===== config.mk =====
export PLATFORM = sky130hd
export DESIGN_NAME = keyed_rect_blit
export DESIGN_NICKNAME = d
export VERILOG_FILES = /design/src/krb_pkg.sv /design/src/keyed_rect_blit.sv
export SDC_FILE = /design/constraint.sdc
export NUM_CORES = 1
export LEC_CHECK = 0
export BUFFER_PORTS_ARGS = -buffer_cell sky130_fd_sc_hd__clkbuf_2
export CORE_MARGIN = 3
export CORE_UTILIZATION = 30
export CTS_BUF_LIST = sky130_fd_sc_hd__clkbuf_2 sky130_fd_sc_hd__clkbuf_4 sky130_fd_sc_hd__clkbuf_8
export CTS_CLUSTER_DIAMETER = 200
export DETAILED_ROUTE_END_ITERATION = 12
export GPL_ROUTABILITY_DRIVEN = 0
export SYNTH_ARGS = -nofsm -noshare
export SYNTH_HDL_FRONTEND = slang
export SYNTH_SLANG_ARGS = --single-unit
export TNS_END_PERCENT = 5

===== constraint.sdc =====
create_clock -name aclk -period 5.5 [get_ports aclk]
set_clock_uncertainty 0.05 [all_clocks]
set_input_delay 0.55 -clock aclk [delete_from_list [all_inputs] [get_ports aclk]]
set_output_delay 0.55 -clock aclk [all_outputs]
set_load 0.02 [all_outputs]

===== src/krb_pkg.sv =====
`timescale 1ns / 1ps
`default_nettype none
// ----------------------------------------------------------------------------
// krb_pkg: shared constants and a helper for the keyed rectangle blitter
// Widths, register indexes, mode bits and the source side clamp.
// ----------------------------------------------------------------------------
package krb_pkg;

    // Largest source rectangle side and derived counter width
    localparam int MAX_SIDE = 512;
    localparam int CNT_W    = $clog2(MAX_SIDE);

    // Fixed field widths
    localparam int REG_W  = 10;
    localparam int POS_W  = 9;
    localparam int KEY_W  = 8;
    localparam int PIX_W  = 32;
    localparam int ADDR_W = 18;
    localparam int MODE_W = 2;
    localparam int IDX_W  = 3;

    // Clamped side must hold MAX_SIDE and any 10-bit register value
    localparam int SIDE_W = (CNT_W + 1 > REG_W) ? CNT_W + 1 : REG_W;
    // Destination coordinate: position plus counter, one carry bit
    localparam int DXY_W  = ((CNT_W > POS_W) ? CNT_W : POS_W) + 1;
    // Fit check sum: position plus side
    localparam int FIT_W  = SIDE_W + 1;

    // Stream widths
    localparam int S_DATA_W = 40;
    localparam int M_DATA_W = 64;
    localparam int M_USER_W = 2;

    // Configuration register indexes
    localparam logic [IDX_W-1:0] CFG_DEST_WIDTH  = 3'd0;
    localparam logic [IDX_W-1:0] CFG_DEST_HEIGHT = 3'd1;
    localparam logic [IDX_W-1:0] CFG_SRC_WIDTH   = 3'd2;
    localparam logic [IDX_W-1:0] CFG_SRC_HEIGHT  = 3'd3;
    localparam logic [IDX_W-1:0] CFG_POS_X       = 3'd4;
    localparam logic [IDX_W-1:0] CFG_POS_Y       = 3'd5;
    localparam logic [IDX_W-1:0] CFG_KEY_REF     = 3'd6;
    localparam logic [IDX_W-1:0] CFG_MODE        = 3'd7;

    // Mode bit positions
    localparam int MODE_TRANSPOSE = 0;
    localparam int MODE_MARKER    = 1;

    // tuser bit positions on the result channel
    localparam int USER_WE  = 0;
    localparam int USER_FIT = 1;

    // Source side as used: zero reads as one, oversize reads as MAX_SIDE
    function automatic logic [SIDE_W-1:0] eff_side(input logic [REG_W-1:0] v);
        logic [SIDE_W-1:0] ext;
        ext = SIDE_W'(v);
        if (ext == '0) begin
            return SIDE_W'(1);
        end else if (ext > SIDE_W'(MAX_SIDE)) begin
            return SIDE_W'(MAX_SIDE);
        end
        return ext;
    endfunction

endpackage
`default_nettype wire


===== src/keyed_rect_blit.sv =====
`timescale 1ns / 1ps
`default_nettype none
// ----------------------------------------------------------------------------
// keyed_rect_blit: keyed 2D rectangle copy with optional transpose
// Counts source pixels in row-major order and emits, per pixel, the
// destination address, the keyed write enable and a fit-error flag.
// ----------------------------------------------------------------------------
// Takes one source pixel per clock while the result side is not stalled and
// returns one result per pixel. The first stage registers the pixel with its
// destination column and row taken from the column/row counters; the second
// stage forms dy*dest_width+dx with a single 18-bit multiply-add, the fit
// check and the key compare. A finished result waits in the output register
// while the next pixel is taken, so full throughput holds as long as
// m_tready stays high. Configuration is written through cfg_we / cfg_index /
// cfg_wdata and must only change while no pixel is in flight; the counters
// are not cleared by configuration writes.
module keyed_rect_blit (
    input  wire                         aclk,
    input  wire                         aresetn,
    // configuration write port
    input  wire                         cfg_we,
    input  wire [krb_pkg::IDX_W-1:0]    cfg_index,
    input  wire [krb_pkg::REG_W-1:0]    cfg_wdata,
    // source pixels
    input  wire                         s_tvalid,
    output logic                        s_tready,
    input  wire [krb_pkg::S_DATA_W-1:0] s_tdata,   // pixel[31:0], marker[39:32]
    // destination writes
    output logic                        m_tvalid,
    input  wire                         m_tready,
    output logic [krb_pkg::M_DATA_W-1:0] m_tdata,  // dest_addr[17:0],
                                                   // pixel_out[49:18],
                                                   // marker_out[57:50], zero
    output logic [krb_pkg::M_USER_W-1:0] m_tuser,  // write_enable[0],
                                                   // fit_error[1]
    output logic                        m_tlast
);
    import krb_pkg::*;

    // Configuration registers
    logic [REG_W-1:0]  dest_width_reg, dest_height_reg;
    logic [REG_W-1:0]  src_width_reg, src_height_reg;
    logic [POS_W-1:0]  pos_x_reg, pos_y_reg;
    logic [KEY_W-1:0]  key_ref_reg;
    logic [MODE_W-1:0] mode_reg;

    always_ff @(posedge aclk) begin
        if (!aresetn) begin
            dest_width_reg  <= REG_W'(512);
            dest_height_reg <= REG_W'(512);
            src_width_reg   <= REG_W'(1);
            src_height_reg  <= REG_W'(1);
            pos_x_reg       <= '0;
            pos_y_reg       <= '0;
            key_ref_reg     <= '0;
            mode_reg        <= '0;
        end else if (cfg_we) begin
            unique case (cfg_index)
                CFG_DEST_WIDTH:  dest_width_reg  <= cfg_wdata;
                CFG_DEST_HEIGHT: dest_height_reg <= cfg_wdata;
                CFG_SRC_WIDTH:   src_width_reg   <= cfg_wdata;
                CFG_SRC_HEIGHT:  src_height_reg  <= cfg_wdata;
                CFG_POS_X:       pos_x_reg       <= cfg_wdata[POS_W-1:0];
                CFG_POS_Y:       pos_y_reg       <= cfg_wdata[POS_W-1:0];
                CFG_KEY_REF:     key_ref_reg     <= cfg_wdata[KEY_W-1:0];
                CFG_MODE:        mode_reg        <= cfg_wdata[MODE_W-1:0];
                default: ;
            endcase
        end
    end

    logic transpose, marker_mode;
    logic [SIDE_W-1:0] side_w, side_h;
    assign transpose   = mode_reg[MODE_TRANSPOSE];
    assign marker_mode = mode_reg[MODE_MARKER];
    assign side_w      = eff_side(src_width_reg);
    assign side_h      = eff_side(src_height_reg);

    // Handshake: stage 1 moves on when the output register is free
    logic s1_valid_reg, s1_valid_next;
    logic m_valid_reg, m_valid_next;
    logic out_free, s_xfer, s1_adv;

    assign out_free = !m_valid_reg || m_tready;
    assign s1_adv   = s1_valid_reg && out_free;
    assign s_tready = !s1_valid_reg || out_free;
    assign s_xfer   = s_tvalid && s_tready;

    // Column/row counters, advance on each input transfer
    logic [CNT_W-1:0] col_cnt_reg, col_cnt_next;
    logic [CNT_W-1:0] row_cnt_reg, row_cnt_next;
    logic col_end, row_end;

    assign col_end = SIDE_W'(col_cnt_reg) >= side_w - SIDE_W'(1);
    assign row_end = SIDE_W'(row_cnt_reg) >= side_h - SIDE_W'(1);

    always_comb begin
        col_cnt_next = col_cnt_reg;
        row_cnt_next = row_cnt_reg;
        if (s_xfer) begin
            if (col_end) begin
                col_cnt_next = '0;
                row_cnt_next = row_end ? '0 : row_cnt_reg + CNT_W'(1);
            end else begin
                col_cnt_next = col_cnt_reg + CNT_W'(1);
            end
        end
    end

    // Destination coordinates for the pixel being taken
    logic [DXY_W-1:0] dx_next, dy_next;
    always_comb begin
        if (transpose) begin
            dx_next = DXY_W'(pos_x_reg) + DXY_W'(row_cnt_reg);
            dy_next = DXY_W'(pos_y_reg) + DXY_W'(col_cnt_reg);
        end else begin
            dx_next = DXY_W'(pos_x_reg) + DXY_W'(col_cnt_reg);
            dy_next = DXY_W'(pos_y_reg) + DXY_W'(row_cnt_reg);
        end
    end

    // Stage 1 payload
    logic [PIX_W-1:0] s1_pixel_reg;
    logic [KEY_W-1:0] s1_marker_reg;
    logic [DXY_W-1:0] s1_dx_reg, s1_dy_reg;
    logic             s1_last_reg;

    always_comb begin
        if (s_xfer) begin
            s1_valid_next = 1'b1;
        end else if (out_free) begin
            s1_valid_next = 1'b0;
        end else begin
            s1_valid_next = s1_valid_reg;
        end
        m_valid_next = out_free ? s1_valid_reg : m_valid_reg;
    end

    always_ff @(posedge aclk) begin
        if (!aresetn) begin
            col_cnt_reg  <= '0;
            row_cnt_reg  <= '0;
            s1_valid_reg <= 1'b0;
            m_valid_reg  <= 1'b0;
        end else begin
            col_cnt_reg  <= col_cnt_next;
            row_cnt_reg  <= row_cnt_next;
            s1_valid_reg <= s1_valid_next;
            m_valid_reg  <= m_valid_next;
        end
    end

    always_ff @(posedge aclk) begin
        if (s_xfer) begin
            s1_pixel_reg  <= s_tdata[PIX_W-1:0];
            s1_marker_reg <= s_tdata[PIX_W +: KEY_W];
            s1_dx_reg     <= dx_next;
            s1_dy_reg     <= dy_next;
            s1_last_reg   <= col_end && row_end;
        end
    end

    // Stage 2: address multiply-add, fit check and key compare
    logic [ADDR_W-1:0] addr_next;
    logic              fit_err_next, we_next;
    logic [KEY_W-1:0]  key, marker_out_next;
    logic [FIT_W-1:0]  span_x, span_y;

    assign addr_next = ADDR_W'(s1_dy_reg) * ADDR_W'(dest_width_reg) + ADDR_W'(s1_dx_reg);

    assign span_x = FIT_W'(pos_x_reg) + FIT_W'(transpose ? side_h : side_w);
    assign span_y = FIT_W'(pos_y_reg) + FIT_W'(transpose ? side_w : side_h);
    assign fit_err_next = (span_x > FIT_W'(dest_width_reg))
                       || (span_y > FIT_W'(dest_height_reg));

    assign key             = marker_mode ? s1_marker_reg : s1_pixel_reg[PIX_W-1 -: KEY_W];
    assign we_next         = (key >= key_ref_reg) && !fit_err_next;
    assign marker_out_next = marker_mode ? s1_marker_reg : '0;

    // Output register
    logic [M_DATA_W-1:0] m_data_reg;
    logic [M_USER_W-1:0] m_user_reg;
    logic                m_last_reg;

    always_ff @(posedge aclk) begin
        if (s1_adv) begin
            m_data_reg <= M_DATA_W'({marker_out_next, s1_pixel_reg, addr_next});
            m_user_reg[USER_WE]  <= we_next;
            m_user_reg[USER_FIT] <= fit_err_next;
            m_last_reg <= s1_last_reg;
        end
    end

    assign m_tvalid = m_valid_reg;
    assign m_tdata  = m_data_reg;
    assign m_tuser  = m_user_reg;
    assign m_tlast  = m_last_reg;

endmodule
`default_nettype wire


======== Yosys cells after proc, flatten, opt, wreduce, memory -nomap -nowiden ========
Cells that the tools add are included.
storage, ports and cells
  output and inout bits ................... 69
  bits in registers ....................... 210
  logic and storage cells ................. 89
  input bits .............................. 58
operators by class
  reduce and logical (&&, ||, !) cells .... 23
  $add $sub $neg .......................... 11
  multiplexer cells ....................... 19
  order comparisons ....................... 7
  multipliers ............................. 1
  eq/ne operators ......................... 7
operators by type and width
  cell                                                 number
  two-way mux 10 bit                                   10
  adder 9 x 9 -> 10 bit                                4
  adder 9 x 10 -> 11 bit                               2
  > comparator 11 x 10 -> 1 bit                        2
  greater-or-equal comparator 9 x 10 -> 1 bit          2
  > comparator 10 bit, second input constant           2
  zero test 10 bit                                     2
  subtractor 10 x 1 -> 10 bit, second input constant   2
  adder 18 x 10 -> 18 bit                              1
  adder 9 x 1 -> 9 bit, second input constant          2
  multiplier 10 x 10 -> 18 bit                         1
  two-way mux 9 bit                                    2
  AND reduction 2 bit                                  9
  equality test 3 bit, second input constant           4
  greater-or-equal comparator 8 bit                    1
  two-way mux 8 bit                                    1
  equality test 3 x 2 -> 1 bit, second input constant  2
  two-way mux 1 bit                                    6
  logical AND 1 bit                                    4
  equality test 3 x 1 -> 1 bit, second input constant  1
  zero test 1 bit                                      3
  zero test 3 bit                                      1
  logical OR 1 bit                                     3
  nonzero test 2 bit                                   1

======== Longest topological paths before layout ========
Gate-level depths: netlist of the first run.
  depth after elaboration ................. 10
  depth in mapped cells ................... 20
  depth with buffers taken out ............ 20

======== Worst setup path before layout of the first run ========
Ideal clock, no wire load.
  path kind ............................... flip-flop to flip-flop
  start ................................... register dest_width_reg[8]
  end ..................................... register m_data_reg[16], in the netlist m_tdata[16], data pin
  stages on the path, launching flop included .. 17
  period minus slack after synthesis ...... 4.859 ns
  buffers on the path ..................... 1
  data arrival time ....................... 4.527 ns
  required time ........................... 5.168 ns
  setup slack ............................. 0.641 ns
  setup time .............................. 0.282 ns
  cell sequence ........................... dfxtp_1 > clkbuf_1 > nand2_1 > fa_1 > fa_1 > inv_1 > fa_1 > inv_1 > fa_1 > fa_1 > inv_1 > ha_1 > nor3_1 > nand2_1 > a211oi_1 > or2_2 > o311ai_0
between the ends
  word-level cells in the longest chain between the ends .. 2
RTL lines
  what                          RTL line                RTL
  start, declared               keyed_rect_blit.sv:41   logic [REG_W-1:0] dest_width_reg, dest_height_reg;
  start signal, assigned        keyed_rect_blit.sv:59   CFG_DEST_WIDTH: dest_width_reg <= cfg_wdata;
  multiplier 10 x 10 -> 18 bit  keyed_rect_blit.sv:169  assign addr_next = ADDR_W'(s1_dy_reg) * ADDR_W'(dest_width_reg) + ADDR_W'(s1_dx_reg);
  adder 18 x 10 -> 18 bit       keyed_rect_blit.sv:169
  named net addr_next[16]       keyed_rect_blit.sv:164  logic [ADDR_W-1:0] addr_next;
  end signal, assigned          keyed_rect_blit.sv:187  m_data_reg <= M_DATA_W'({marker_out_next, s1_pixel_reg, addr_next});
  end, declared                 keyed_rect_blit.sv:181  logic [M_DATA_W-1:0] m_data_reg;
The timed path passes the listed nets, and every way through them passes these cells.
A chain may end at the register's enable or synchronous reset.

======== Worst setup path after layout of the first run ========
  start ................................... register s1_dy_reg[0]
  end ..................................... register m_data_reg[16], in the netlist m_tdata[16], data pin
between the ends
  word-level cells in the longest chain between the ends .. 2
RTL lines
  what                          RTL line                RTL
  start, declared               keyed_rect_blit.sv:125  logic [DXY_W-1:0] s1_dx_reg, s1_dy_reg;
  start signal, assigned        keyed_rect_blit.sv:158  s1_dy_reg <= dy_next;
  multiplier 10 x 10 -> 18 bit  keyed_rect_blit.sv:169
  adder 18 x 10 -> 18 bit       keyed_rect_blit.sv:169
  named net addr_next[16]       keyed_rect_blit.sv:164
The timed path passes the listed nets, and every way through them passes these cells.

==> results of run 1 <==
## power breakdown
group | total (uW) | leakage, uW | switching (uW) | internal (uW)
Clock | 1540 | 0.000426 | 667 | 873
Sequential | 1790 | 0.00189 | 46.8 | 1740
Combinational | 475 | 0.00474 | 296 | 180
## cells in the mapped netlist, types with 3 or more instances
cell type / count
a211oi_1: 8
nor2_1: 58
clkbuf_1: 45
nand3_1: 16
o21ai_0: 33
a31oi_1: 4
nor3b_1: 4
o21a_1: 5
o211ai_1: 8
nor4_1: 5
nor2b_1: 13
nand2_1: 230
dfxtp_1: 88
ha_1: 137
inv_1: 146
a31o_2: 4
mux2_2: 14
a21o_1: 24
xor2_1: 25
xnor2_1: 38
or3_1: 9
nand3b_1: 5
mux2i_1: 22
a21oi_1: 51
a21boi_0: 70
buf_4: 6
and2_1: 53
nand4_1: 10
or2_2: 3
nor3_1: 29
edfxtp_1: 122
nand2b_1: 30
fa_1: 75
## worst max-delay path, stage by stage, from the launching register on
cell and delay (ns):
edfxtp_1 0.51, nand2_1 0.13, fa_1 0.52, fa_1 0.56
inv_1 0.07, fa_1 0.53, inv_1 0.05, fa_1 0.50
fa_1 0.54, inv_1 0.04, ha_1 0.21, nor3_1 0.34
nand2_1 0.09, a211oi_1 0.40, or2_2 0.21, o311ai_0 0.13
## final timing paths
| check | cells after the start | slack, ns | to |
|---|---|---|---|
| setup / recovery | 15 | 0.37 | m_tdata[16] |
| hold / removal | 1 | 0.12 | s1_marker_reg[4] |
| setup reg to reg | 15 | 0.37 | m_tdata[16] |
| hold reg to reg | 0 | 0.35 | m_tdata[24] |
## metal layers
layer,vias to the layer above,wire length (um),track usage
li1,5048,-,-
met1,4949,15300,0.178
met2,213,16800,0.229
met3,51,1500,0.0199
met4,0,808,0.0388
met5,-,0,0
## metrics by stage
step | setup WS [ns] | instances | hold slack, ns
after global routing | 0.0711 | 2178 | 0.0909
after detailed placement | 0.365 | 2108 | 0.355
final | 0.366 | 2179 | 0.121
after floorplan | 0.641 | 1431 | 0.350
after CTS | 0.379 | 2178 | 0.0809
after global placement | 0.478 | 2108 | 0.351
## final cells by class
| type | instances | area [um2] | area share |
|---|---|---|---|
| Multi-Input combinational cell | 1021 | 7960 | 0.492 |
| Antenna cell | 1 | 2.50 | 0.000155 |
| Timing Repair Buffer | 131 | 683 | 0.0423 |
| Sequential cell | 210 | 5430 | 0.336 |
| Clock inverter | 18 | 144 | 0.00890 |
| Tap cell | 600 | 751 | 0.0464 |
| Inverter | 146 | 548 | 0.0339 |
| Clock buffer | 52 | 653 | 0.0404 |
## logic make-up (layout without fill, tap and decap cells)
logic type | after synthesis | in the layout
compound gates | 229 | 229
buf+inv | 200 | 347
fa+ha+maj | 212 | 212
other cells | 1 | 7
mux | 36 | 36
simple gates | 475 | 475
flops | 210 | 210
xor+xnor | 63 | 63
==> results.md, run 1 <==
* Max-cap violations at 0
* Synth Area in Simple Gates at 0.158
* DP Area at 0.0154 mm2
* Fin util at 0.352
* Initial Util at 0.308
* Largest buffer count on any clock path at 3
* Synth cell types at 60
* XOR/XNOR Fraction of Synth Area at 0.0390
* Post-synthesis mux area share at 0.0267
* Adder-cell share of the synthesized area at 0.227
* Post-synth top area cell: edfxtp_1
* Number of I/O pins at 127
* Largest net degree at the start of global routing at 43
* Port bufs at 120
* Fillers at around 4.6k
* Most common cell after layout, fill and taps aside: nand2_1
* Hold Vio Cnt, Final at 0
* Maximum vdd drop at 0.163 mV
* Largest register FFs at 58
* Worst hold start: s_tdata[36]
* Number of CTS-inserted buffers at 38
* CP Capture Type: flop
* Core Box Area at 0.0460 mm2
* Lkg Pwr at 0.00706 uW
* Setup violators final at 0
* Startpoint type of the worst setup path: flop
* CTS H-tree depth at 2
* Status: finished, final reports clean
* Kind of critical path: reg -> reg
* First-pass GRT wire length at 54,100 um
* # clock sinks at 210
* CTS clk-pin slew, worst paths at 0.06 ns
* Share of cells above drive strength 1 at 0.143
* Routed wire per std cell at 15.8 um
* # rows at 78
* Root Buffer: clkbuf_8
* Vias in the first global route at 10.2k
* Final worst path period need at 5.13 ns
* Synth Flop Type: edfxtp_1
* Total Power at 3800 uW
* Mapped Cells at ~1.4k
* Final worst path period share at 0.933
* P&R area growth vs syn at 14.3%
* Crit-path max FO at 10
* FF+latch count, synth at between 200 and 250
* Peak Freq at approximately 0.2 GHz
* Final wirelength at 34,400 um
* Mapped Area at 0.0141 mm2
* Die Wd at 223 um
* Worst r2r src: s1_dy_reg[0]
* Total overflow reported by the global router at 0
* Cell Pwr Density at 235 mW/mm2
* Post-cts repair resize count at 0
* CP required at 5.72 ns
* CTS Hold Bufs at 0
* Synth Area per Inst at roughly 10 um2
* Vias per inst at between 4 and 5
* Number of synthesis warnings at 0
* Initial antenna violation count at 0
* Final Cell Area at 0.0162 mm2
* Largest family of logic cells by synthesized area: adder cells
* Chip height at ~220 um
* Synth top area share at 0.259
* Worst-Margin Slew at 0.757 ns
* Slew Viols, Final at 0
* DIE AREA at around 0.050 mm2
* Commonest non-fill, non-tap cells in the layout: 230 x nand2_1, 146 x inv_1, 137 x ha_1, 122 x edfxtp_1, 120 x clkbuf_2
* CTS tree: yes
* CP startpoint: s1_dy_reg[0]
* DRT iter0 DRCs at 620
* Gr usage total at 0.135
* EDFF count, synth at roughly 120
* Arrival time at the worst endpoint at between 5 and 6 ns
* Min-Delay Path Class: in -> reg
* Compound-cell area share of the yosys netlist at 0.110
* Post-CTS Setup Bufs at 0
* Clock insertion delay at the later pin of the skew report at 0.56 ns
* Final HPWL DP at 26,900 um
* Rel. slew slack at 0.494
* Setup tns final at 0 ns
* # nets final at 1,818
* DRC at 0
* RSZ-0062 raised after global routing: no
* Register area share after synthesis at 0.384
* Synth area leaders: edfxtp_1 26%, dfxtp_1 12%, ha_1 12%
* Ys async rst share at 0
* 1st-pass router iterations at 5
* Via count at 10.3k
* Routed Antenna Nets at 0
No activity file was read; power rests on OpenSTA's default activity.
==> run 2, diff against run 1 <==
--- a/config.mk
+++ b/config.mk
@@ -12,6 +12,7 @@
 export CTS_CLUSTER_DIAMETER = 200
 export DETAILED_ROUTE_END_ITERATION = 12
 export GPL_ROUTABILITY_DRIVEN = 0
+export PLACE_DENSITY = 0.56
 export SYNTH_ARGS = -nofsm -noshare
 export SYNTH_HDL_FRONTEND = slang
 export SYNTH_SLANG_ARGS = --single-unit
==> run 2 against run 1 <==
Core utilization grew 0.057 points. Sequential cell count did not move. Via count grew 0.31%. Clock power up 3%. Register-to-register slack hardly changed. Combinational power about the same. Critical path depth is 2 lower. Die area unchanged. Wire length is 1.8% higher. Critical path type unchanged. Largest power group unchanged.
==> results.md, run 2 (synthesized netlist as in run 1, its figures left out) <==
* Status: finished, final reports clean (unchanged)
* Cell Pwr Density at 238 mW/mm2 (was 235 mW/mm2)
* CP Capture Type: flop (unchanged)
* Vias per inst at 4.73 (was 4.71)
* Commonest non-fill, non-tap cells in the layout: 230 x nand2_1, 146 x inv_1, 137 x ha_1, 122 x edfxtp_1, 120 x clkbuf_2 (unchanged)
* First-pass GRT wire length at 55,100 um (was 54,100 um)
* # clock sinks at 210 (unchanged)
* Startpoint type of the worst setup path: flop (unchanged)
* Maximum vdd drop at 0.160 mV (was 0.163 mV)
* Gr busiest metal: met2 (unchanged)
* Largest buffer count on any clock path at 3 (unchanged)
* Final HPWL DP at 27,400 um (was 26,900 um)
* R2R cell count at 13 (was 15)
* 1st-pass router iterations at 5 (unchanged)
* Final wirelength at 35,100 um (was 34,400 um)
* Worst-path cell chain: and2_1, fa_1, fa_1, fa_1, fa_1, fa_1, ha_1, o21a_1, o2111ai_1, a21o_1, o311a_1, a21oi_1, xnor2_1 (was nand2_1, fa_1, fa_1, inv_1, fa_1, inv_1, fa_1, fa_1, inv_1, ha_1, nor3_1, nand2_1, a211oi_1, or2_2, o311ai_0)
* Clock insertion delay at the later pin of the skew report at 0.56 ns (about the same)
* Vias in the first global route at 10.2k (about the same)
* DRC at 0 (unchanged)
* Gr usage total at 0.137 (was 0.135)
* Lkg Pwr at 0.00706 uW (about the same)
* Critical Path Max Stage Delay at 0.55 ns (was 0.56 ns)
* Min-Delay Path Class: in -> reg (unchanged)
* Psw at 1020 uW (was 1010 uW)
* Most frequent CP cell: fa_1 (unchanged)
* Initial Util at 0.308 (unchanged)
* ANT cells at 0 (was 1)
* P&R area growth vs syn at 14.5% (was 14.3%)
* Hold depth at 1 (unchanged)
* Logic pwr share at 0.124 (was 0.125)
* DRT iter0 DRCs at 531 (was 620)
* CTS tree: yes (unchanged)
* Rel. slew slack at 0.388 (was 0.494)
* Largest register FFs at 58 (unchanged)
* Worst-Margin Slew at 0.913 ns (was 0.757 ns)
* Share of cells above drive strength 1 at 0.145 (was 0.143)
* Via count at 10.3k (about the same)
* Final Non-Filler Cells at 2,178 (was 2,179)
* Final worst path period need at 5.14 ns (was 5.13 ns)
* DIE AREA at 0.0498 mm2 (unchanged)
* CTS H-tree depth at 2 (unchanged)
* Post-cts repair resize count at 0 (unchanged)
* Core Box Area at 0.0460 mm2 (unchanged)
* RSZ-0062 raised after global routing: no (unchanged)
* Initial antenna violation count at 0 (unchanged)
* Crit-path slowest cell: fa_1 (unchanged)
* Port bufs at 120 (unchanged)
* Total overflow reported by the global router at 0 (unchanged)
* Number of CTS-inserted buffers at 39 (was 38)
* Placed Cells at 2,108 (unchanged)
* Int Power at 2830 uW (was 2800 uW)
* Slew Viols, Final at 0 (unchanged)
* # rows at 78 (unchanged)
* Seq pwr share at 0.465 (was 0.471)
* # nets final at 1,819 (was 1,818)
* Root Buffer: clkbuf_8 (unchanged)
* Post-CTS Setup Bufs at 0 (unchanged)
* CTS clk-pin slew, worst paths at 0.06 ns (about the same)
* Arrival time at the worst endpoint at 5.37 ns (was 5.35 ns)
* Routed wire per std cell at 16.1 um (was 15.8 um)
* Kind of critical path: reg -> reg (unchanged)
* Setup tns final at 0 ns (unchanged)
* Most common cell after layout, fill and taps aside: nand2_1 (unchanged)
* Met2 Use GR at 0.235 (was 0.229)
* Peak Freq at 0.195 GHz (about the same)
* CTS Hold Bufs at 0 (unchanged)
* GRT met3 Usage at 0.0183 (was 0.0199)
* Switching share of total power at 0.266 (was 0.265)
* M1 GR Usage at 0.182 (was 0.178)
* Setup violators final at 0 (unchanged)
* Number of I/O pins at 127 (unchanged)
* Max-cap violations at 0 (unchanged)
* Fillers at 4,681 (was 4,599)
* Chip height at 223 um (unchanged)
* Routed Antenna Nets at 0 (unchanged)
* Crit-path max FO at 10 (unchanged)
* Die Wd at 223 um (unchanged)
* Clock share of power at 0.411 (was 0.405)
* Final worst path period share at 0.934 (was 0.933)
* Hold Vio Cnt, Final at 0 (unchanged)
* CP required at 5.73 ns (was 5.72 ns)
* Largest net degree at the start of global routing at 76 (was 43)
[run 2: area by class of cell]
class                           count  area [um2]  share of cell area
Clock buffer                       51         633              0.0391
Sequential cell                   210        5430               0.335
Timing Repair Buffer              131         683              0.0422
Inverter                          146         548              0.0338
Multi-Input combinational cell   1021        7960               0.492
Tap cell                          600         751              0.0464
Clock inverter                     19         188              0.0116
[run 2: per-layer routing]
metal	wire [um]	share of wire
met1	15800	0.45
met2	17100	0.49
met3	1400	0.040
met4	714	0.020
met5	0	0
[run 2: through the flow]
| stage | hold slack, ns | setup WS, ns | power, uW | cell area (um2) | utilization |
|---|---|---|---|---|---|
| after floorplan | 0.350 | 0.641 | 2150 | 14200 | - |
| after global placement | 0.352 | 0.476 | 2290 | 15400 | 0.334 |
| after detailed placement | 0.355 | 0.353 | 2300 | 15400 | 0.334 |
| after CTS | 0.0796 | 0.325 | 3920 | 16200 | 0.352 |
| after global routing | 0.0888 | 0.0343 | 4040 | 16200 | 0.352 |
| final | 0.118 | 0.363 | 3850 | 16200 | 0.352 |
[run 2: power groups by stage]
stage	Sequential, uW	Combinational (uW)	Clock (uW)
after CTS	1790	482	1640
after detailed placement	1820	478	0
final	1790	476	1580
after floorplan	1830	314	0
after global routing	1800	537	1710
after global placement	1820	472	0
[run 2: path summary, 6_finish.rpt]
| check | from | to | slack (ns) |
|---|---|---|---|
| worst min register to register | s1_pixel_reg[17] | m_tdata[35] | 0.37 |
| worst max-delay path | s1_dy_reg[4] | m_tdata[17] | 0.36 |
| worst min-delay path | s_tdata[38] | s1_marker_reg[6] | 0.12 |
| worst max register to register | s1_dy_reg[4] | m_tdata[17] | 0.36 |
[run 2: worst max-delay path, delay by kind of cell (launching register included)]
family | cells | cell delay [ns]
xor gates and xnor gates | 1 | 0.12
adders and majority gates | 6 | 2.87
DFF | 1 | 0.53
AOI/OAI and AO/OA | 5 | 1.04
and+or+nand+nor | 1 | 0.25
